[config.mk]
export PLATFORM = sky130hd
export DESIGN_NAME = running_median_filter_top
export DESIGN_NICKNAME = d
export VERILOG_FILES = /design/src/rtl/rmf_pkg.sv /design/src/rtl/rmf_cell.sv /design/src/rtl/running_median_filter_top.sv
export SDC_FILE = /design/constraint.sdc
export NUM_CORES = 1
export LEC_CHECK = 0
export ABC_CLOCK_PERIOD_IN_PS = 13600
export BUFFER_PORTS_ARGS = -buffer_cell sky130_fd_sc_hd__clkbuf_2
export CORE_UTILIZATION = 43
export CTS_CLUSTER_SIZE = 12
export DETAILED_ROUTE_END_ITERATION = 8
export PLACE_DENSITY_LB_ADDON = 0.12
export SLEW_MARGIN = 10
export SYNTH_ARGS = -nofsm -noshare
export SYNTH_HDL_FRONTEND = slang
export SYNTH_HIERARCHICAL = 1
export SYNTH_SLANG_ARGS = --single-unit
[constraint.sdc]
create_clock -name i_clk -period 13.6 [get_ports i_clk]
set_input_delay 2.72 -clock i_clk [delete_from_list [all_inputs] [get_ports i_clk]]
set_output_delay 2.72 -clock i_clk [all_outputs]
set_load 0.1 [all_outputs]
[src/rtl/rmf_pkg.sv]
// Shared types and constants for the running median filter.
`timescale 1ns / 1ps

package rmf_pkg;

    // Width of one sample and of one median result.
    localparam int SAMPLE_W = 16;

    typedef logic [SAMPLE_W-1:0] t_sample;

    // Flags that one cell shows to its neighbors in the sorted chain.
    typedef struct packed {
        logic vld;  // cell holds a sample
        logic ge;   // held sample is greater than or equal to the new sample
    } t_link;

endpackage

[src/rtl/rmf_cell.sv]
// One cell of the sorted chain: holds a sample and its age, and shifts on each insert.
`timescale 1ns / 1ps

module rmf_cell
    import rmf_pkg::*;
#(
    parameter int WINDOW = 13,
    parameter int AGE_W  = 4
) (
    input  logic             i_clk,
    input  logic             i_rst_n,
    input  logic             i_load,
    input  t_sample          i_sample,
    input  logic             i_full,
    input  t_link            i_up,
    input  logic             i_up_del,
    input  t_sample          i_up_val,
    input  logic [AGE_W-1:0] i_up_age,
    input  t_link            i_dn,
    input  t_sample          i_dn_val,
    input  logic [AGE_W-1:0] i_dn_age,
    output t_link            o_link,
    output logic             o_del,
    output t_sample          o_val,
    output logic [AGE_W-1:0] o_age,
    output t_sample          o_next_val,
    output logic             o_next_vld
);

    localparam logic [AGE_W-1:0] AGE_MAX = AGE_W'(WINDOW - 1);

    logic             r_vld;
    t_sample          r_val;
    logic [AGE_W-1:0] r_age;
    logic             n_vld;
    t_sample          n_val;
    logic [AGE_W-1:0] n_age;

    logic             ge_own;
    logic             del_own;
    logic             del_here;
    // Entry at this position once the evicted entry is taken out.
    logic             rm_vld;
    logic             rm_ge;
    t_sample          rm_val;
    logic [AGE_W-1:0] rm_age;
    // Entry one position up once the evicted entry is taken out.
    logic             rmu_vld;
    logic             rmu_ge;
    t_sample          rmu_val;
    logic [AGE_W-1:0] rmu_age;

    // Compare against the new sample and find the entry to evict: the oldest
    // entry when full, otherwise the first empty cell.
    always_comb begin
        ge_own   = r_vld && (r_val >= i_sample);
        del_own  = i_full ? (r_vld && (r_age == AGE_MAX)) : (!r_vld && i_up.vld);
        del_here = i_up_del | del_own;
    end

    // Close the gap left by the evicted entry.
    always_comb begin
        if (!del_here) begin
            rm_vld = r_vld;
            rm_ge  = ge_own;
            rm_val = r_val;
            rm_age = r_age;
        end else begin
            rm_vld = i_dn.vld;
            rm_ge  = i_dn.ge;
            rm_val = i_dn_val;
            rm_age = i_dn_age;
        end
        if (!i_up_del) begin
            rmu_vld = i_up.vld;
            rmu_ge  = i_up.ge;
            rmu_val = i_up_val;
            rmu_age = i_up_age;
        end else begin
            rmu_vld = r_vld;
            rmu_ge  = ge_own;
            rmu_val = r_val;
            rmu_age = r_age;
        end
    end

    // Keep the entry above the insertion point, take the new sample at it,
    // and shift down below it. Held entries grow one step older.
    always_comb begin
        if (rm_ge) begin
            n_vld = rm_vld;
            n_val = rm_val;
            n_age = (rm_age == AGE_MAX) ? rm_age : rm_age + 1'b1;
        end else if (rmu_ge) begin
            n_vld = 1'b1;
            n_val = i_sample;
            n_age = '0;
        end else begin
            n_vld = rmu_vld;
            n_val = rmu_val;
            n_age = (rmu_age == AGE_MAX) ? rmu_age : rmu_age + 1'b1;
        end
    end

    // Occupancy flag is control state and is cleared by reset.
    always_ff @(posedge i_clk) begin
        if (!i_rst_n) begin
            r_vld <= 1'b0;
        end else if (i_load) begin
            r_vld <= n_vld;
        end
    end

    // Sample and age need no reset; they count only while the cell is occupied.
    always_ff @(posedge i_clk) begin
        if (i_load) begin
            r_val <= n_val;
            r_age <= n_age;
        end
    end

    assign o_link     = '{vld: r_vld, ge: ge_own};
    assign o_del      = del_here;
    assign o_val      = r_val;
    assign o_age      = r_age;
    assign o_next_val = n_val;
    assign o_next_vld = n_vld;

endmodule

[src/rtl/running_median_filter_top.sv]
// Running median filter top level: sorted insertion chain and output register.
// The median of a sample is shown in the cycle after its transfer is accepted.
// Throughput: one sample per cycle unless stalled; the chain inserts and evicts in the same cycle.
// The output register holds one result; input stalls only while it is full and stalled.
// Reset (synchronous, active low) empties the window and clears the output valid.
`timescale 1ns / 1ps

module running_median_filter_top
    import rmf_pkg::*;
#(
    parameter int WINDOW = 13
) (
    input  logic          i_clk,
    input  logic          i_rst_n,
    input  logic          i_valid,
    output logic          o_stall,
    input  logic [15:0]   i_sample,
    output logic          o_valid,
    input  logic          i_stall,
    output logic [15:0]   o_median
);

    localparam int AGE_W = $clog2(WINDOW);
    localparam int CNT_W = $clog2(WINDOW + 1);

    logic             accept;
    t_sample          sample_adj;
    logic             full;
    logic [CNT_W-1:0] r_count;
    logic [AGE_W-1:0] med_idx;
    t_sample          med_next;
    logic             r_out_vld;
    t_sample          r_median;

    // Neighbor buses; index 0 and WINDOW+1 are the chain ends.
    t_link            w_link [WINDOW+2];
    t_sample          w_val  [WINDOW+2];
    logic [AGE_W-1:0] w_age  [WINDOW+2];
    logic             w_del  [WINDOW+1];
    t_sample          w_nval [WINDOW];
    logic [WINDOW-1:0] w_nvld;
    logic [WINDOW-1:0] cur_vld;

    // Transfer control: one output register parts the two sides.
    assign o_stall = r_out_vld && i_stall;
    assign accept  = i_valid && !o_stall;

    // Zero is reserved as the empty marker, so it is ranked as one.
    assign sample_adj = (i_sample == '0) ? t_sample'(1) : i_sample;
    assign full       = (r_count == CNT_W'(WINDOW));

    // Chain ends: above the first cell everything ranks higher, below the last nothing.
    assign w_link[0]        = '{vld: 1'b1, ge: 1'b1};
    assign w_val[0]         = '0;
    assign w_age[0]         = '0;
    assign w_del[0]         = 1'b0;
    assign w_link[WINDOW+1] = '{vld: 1'b0, ge: 1'b0};
    assign w_val[WINDOW+1]  = '0;
    assign w_age[WINDOW+1]  = '0;

    // Row of cells, largest sample first.
    for (genvar gi = 0; gi < WINDOW; gi++) begin : g_cell
        rmf_cell #(
            .WINDOW(WINDOW),
            .AGE_W (AGE_W)
        ) u_cell (
            .i_clk     (i_clk),
            .i_rst_n   (i_rst_n),
            .i_load    (accept),
            .i_sample  (sample_adj),
            .i_full    (full),
            .i_up      (w_link[gi]),
            .i_up_del  (w_del[gi]),
            .i_up_val  (w_val[gi]),
            .i_up_age  (w_age[gi]),
            .i_dn      (w_link[gi+2]),
            .i_dn_val  (w_val[gi+2]),
            .i_dn_age  (w_age[gi+2]),
            .o_link    (w_link[gi+1]),
            .o_del     (w_del[gi+1]),
            .o_val     (w_val[gi+1]),
            .o_age     (w_age[gi+1]),
            .o_next_val(w_nval[gi]),
            .o_next_vld(w_nvld[gi])
        );
        assign cur_vld[gi] = w_link[gi+1].vld;
    end

    // Number of samples held, saturating at the window length.
    always_ff @(posedge i_clk) begin
        if (!i_rst_n) begin
            r_count <= '0;
        end else if (accept && !full) begin
            r_count <= r_count + 1'b1;
        end
    end

    // Median position after the insert: index (n-1)/2 with n samples held.
    assign med_idx  = full ? AGE_W'((WINDOW - 1) / 2) : AGE_W'(r_count >> 1);
    assign med_next = w_nval[med_idx];

    // Output register.
    always_ff @(posedge i_clk) begin
        if (!i_rst_n) begin
            r_out_vld <= 1'b0;
        end else if (accept) begin
            r_out_vld <= 1'b1;
        end else if (!i_stall) begin
            r_out_vld <= 1'b0;
        end
    end

    always_ff @(posedge i_clk) begin
        if (accept) begin
            r_median <= med_next;
        end
    end

    assign o_valid  = r_out_vld;
    assign o_median = r_median;

    // Every accepted sample leaves a result in the output register.
    a_result_follows: assert property (@(posedge i_clk) disable iff (!i_rst_n)
        accept |=> o_valid)
        else $error("accepted sample left no result");

    // A median is never the empty marker.
    a_median_nonzero: assert property (@(posedge i_clk) disable iff (!i_rst_n)
        o_valid |-> (o_median != '0))
        else $error("median is zero");

    // Occupied cells match the fill count.
    a_fill_matches: assert property (@(posedge i_clk) disable iff (!i_rst_n)
        $countones(cur_vld) == int'(r_count))
        else $error("occupied cells disagree with fill count");

    // The cell chosen for the median is occupied after the insert.
    a_median_held: assert property (@(posedge i_clk) disable iff (!i_rst_n)
        accept |-> w_nvld[med_idx])
        else $error("median taken from an empty cell");

endmodule

==> results <==
- Clock tree synthesis found a total of 294 sinks.
- At the pin with the least slew margin, the transition time is 1.12 ns.
- The core area is 0.0735 mm2.
- The total placed cells including tap cells is 4729.
- The gate count of the mapped netlist is 3839.
- In this run the worst hold path is classified as reg2reg.
- Measured on the finished design, the core utilization comes to 46.7%.
- The non-filler instance count after layout is 4804.
- After legalization and detailed placement, the total HPWL measured 79000 um.
- The flow ran to the end, and the final reports show no timing, DRC or antenna violations.
- The slack of the critical path is 1.10 ns.
- The number of buffers inserted by port buffering is 37.
- For this design the static power due to leakage is 15.2 nW.
- Timing analysis after detailed placement gives a worst setup slack of 0.272 ns.
- The clock insertion delay at the later pin of the skew report is 0.59 ns.
- The highest net fanout along the worst path is 39.
- In the routed layout, each cell is associated on average with a via count of 6.03.
- The die covers 0.0758 mm2.
- At the worst endpoint, the arrival time is 12.93 ns.
- The site row count is 99.
- The startpoint identified for the worst hold timing path is r_count[0].
- The delay contributed by the slowest stage of the critical path is 0.45 ns.
- From synthesis to final layout, the design area changed by 6.81%.
- Registers take 0.00865 mm2.
- The startpoint identified for the worst register-to-register timing path is r_count[1].
- The launching element type of the critical path is a flop.
- Derived from the worst setup path, the maximum achievable clock frequency is 0.0800 GHz.
- Clock tree synthesis inserted a total of 42 buffers.
- The most critical setup path has its startpoint at r_count[1].
- The clock period minus worst slack is 12.50 ns.
- The number of pins with negative max-slew slack in the final report came to 0.
- The critical path is of the reg2reg type.
- The net count reported at finish is 4096.
- On the critical path, the stage with the largest delay is an instance of clkinv_1.
- The filler cells instantiated in the layout total 7208.
- For this run, design rule violations remaining after detail routing come to 0.
- STA classifies the critical path endpoint as a flop.
- Final hold analysis gives a worst-case slack of 0.521 ns.
- Setup violations remaining at the end of the flow were counted as 0.
- During I/O placement, the number of pins put on the boundary was 38.
- The CTS clock-pin slew for the worst setup and hold paths is 0.06 ns.
- The clock arrives with 0.0337 ns of skew.
- Summed over all failing endpoints, the final setup total negative slack is 0 ns.
- The TritonCTS clock tree is done.
- The H-tree depth reported by CTS is 2.
- IR analysis of the VDD net gives a maximum drop of 101 uV.
- The total congestion overflow after global routing is 0.
- The area of the mapped netlist is 0.0321 mm2.
- The routed layout has 28950 vias.
- The detailed router finished its first iteration with 2763 violations.
- For the worst setup path, the data required time is 14.04 ns.
- The power density over cell area is 157 mW/mm2.
- In the finished design, the share of the clock period the worst path needs comes to 91.9%.
- The total length of routed wires is 108000 um.
- The final-report hold violation count is 0.
- In the final layout, the multi-input gates occupy 0.0204 mm2.
- The placed instances occupy a cell area of 0.0330 mm2.
- The first-pass iteration count of the detailed router is 6.
- The maximum buffer depth of the clock tree is 3.
- The number of max-cap violations is 0.
- The worst pin sits at a relative slew slack of 25.2%.
- The die is 275 um wide.
- The Yosys warning count is 6.
- The post-layout instance area is 0.0343 mm2.
- The total chip power is 5.37 mW.
- Entering global routing, the biggest net connects 73 pins.
- The congestion estimate from routability-driven global placement came to 0.936.
- Setup repair after global routing left no endpoint under its margin.
- The aggregate global-route resource usage is 28.0%.
- The number of antenna violations at the first check in global routing is 2.
- The die height is 275 um.
- The via count of the first global-routing pass is 27410.
- The first global-routing pass estimated 166000 um of wire.
- Dividing the synthesized area by the synthesized cell count gives 8.36 um2.
- The post-detailed-route wirelength per cell is 22.4 um.
- Once detail routing completed, the nets flagged for antenna violations numbered 0.
- The initial utilization of the core area, before any placement, comes to 43.7%.
- The tree is rooted in a clkbuf_16.
- The layout cell share with drive strength beyond 1 is 8.53%.
- For this design, the CTS-stage hold fixing added 0 buffers.
[final cells by class]
class / instances / share of cell area [%]
Tap cell: 959 / 3.50
Timing Repair Buffer: 106 / 2.05
Inverter: 535 / 6.07
Antenna cell: 1 / 0.00730
Multi-Input combinational cell: 2835 / 59.4
Clock inverter: 17 / 0.405
Clock buffer: 57 / 3.35
Sequential cell: 294 / 25.2
[worst max-delay path, delay by kind of cell (launching register included)]
kind	cells	cell delay, ns
buf+inv	28	5.60
fa+ha+maj	1	0.25
simple gates	15	3.45
compound gates	14	1.96
flops	1	0.34
mux	3	0.66
[path summary, 6_finish.rpt]
path	to	slack [ns]	depth (start not counted)
setup / recovery	g_cell[12].u_cell/o_age[3]	1.10	61
setup reg to reg	g_cell[12].u_cell/o_age[3]	1.10	61
hold / removal	r_count[0]	0.52	2
hold reg to reg	r_count[0]	0.52	2
[state kept, by name, indices dropped and copies added (netlist names)]
signal,cells
g_cell.u_cell/o_age,52
g_cell.u_cell/o_val,208
g_cell.u_cell/r_vld,13
o_valid,1
o_median,16
r_count,4
[layer usage]
layer | track usage [%] | vias to the layer above | wire (um)
li1 | - | 13956 | -
met1 | 37.4 | 13931 | 48100
met2 | 46.6 | 845 | 50100
met3 | 2.71 | 216 | 4960
met4 | 10.9 | 2 | 4570
met5 | 0 | - | 13
[where the power goes]
group          switching [mW]  internal (mW)  leakage, nW
registers               0.391           1.33         2.85
logic                    1.57          0.993         11.7
clock network           0.462          0.625        0.635
total                    2.42           2.95         15.2
[what timing repair did]
action | 4_1_cts | 5_1_grt
setup buffers | 0 | 0
endpoints found under the setup margin | 0 | 21
gates resized for setup | 0 | 5
[layout by cell type, fill, tap and decap left out, drive strengths merged, types with 16 or more instances in the layout]
cell type / count
inv: 511
nor2: 467
mux2i: 343
a21oi: 323
nand2: 309
edfxtp: 276
ha: 262
o31ai: 204
a221oi: 193
o21ai: 115
clkbuf: 94
buf: 69
conb: 56
o22ai: 53
a211oi: 48
xnor2: 38
o21a: 38
nand2b: 37
clkinv: 35
mux4: 32
nor3: 31
and3: 26
a31o: 25
dfxtp: 18
o221ai: 16
and2: 16
Power figures use the tool's default switching activity.
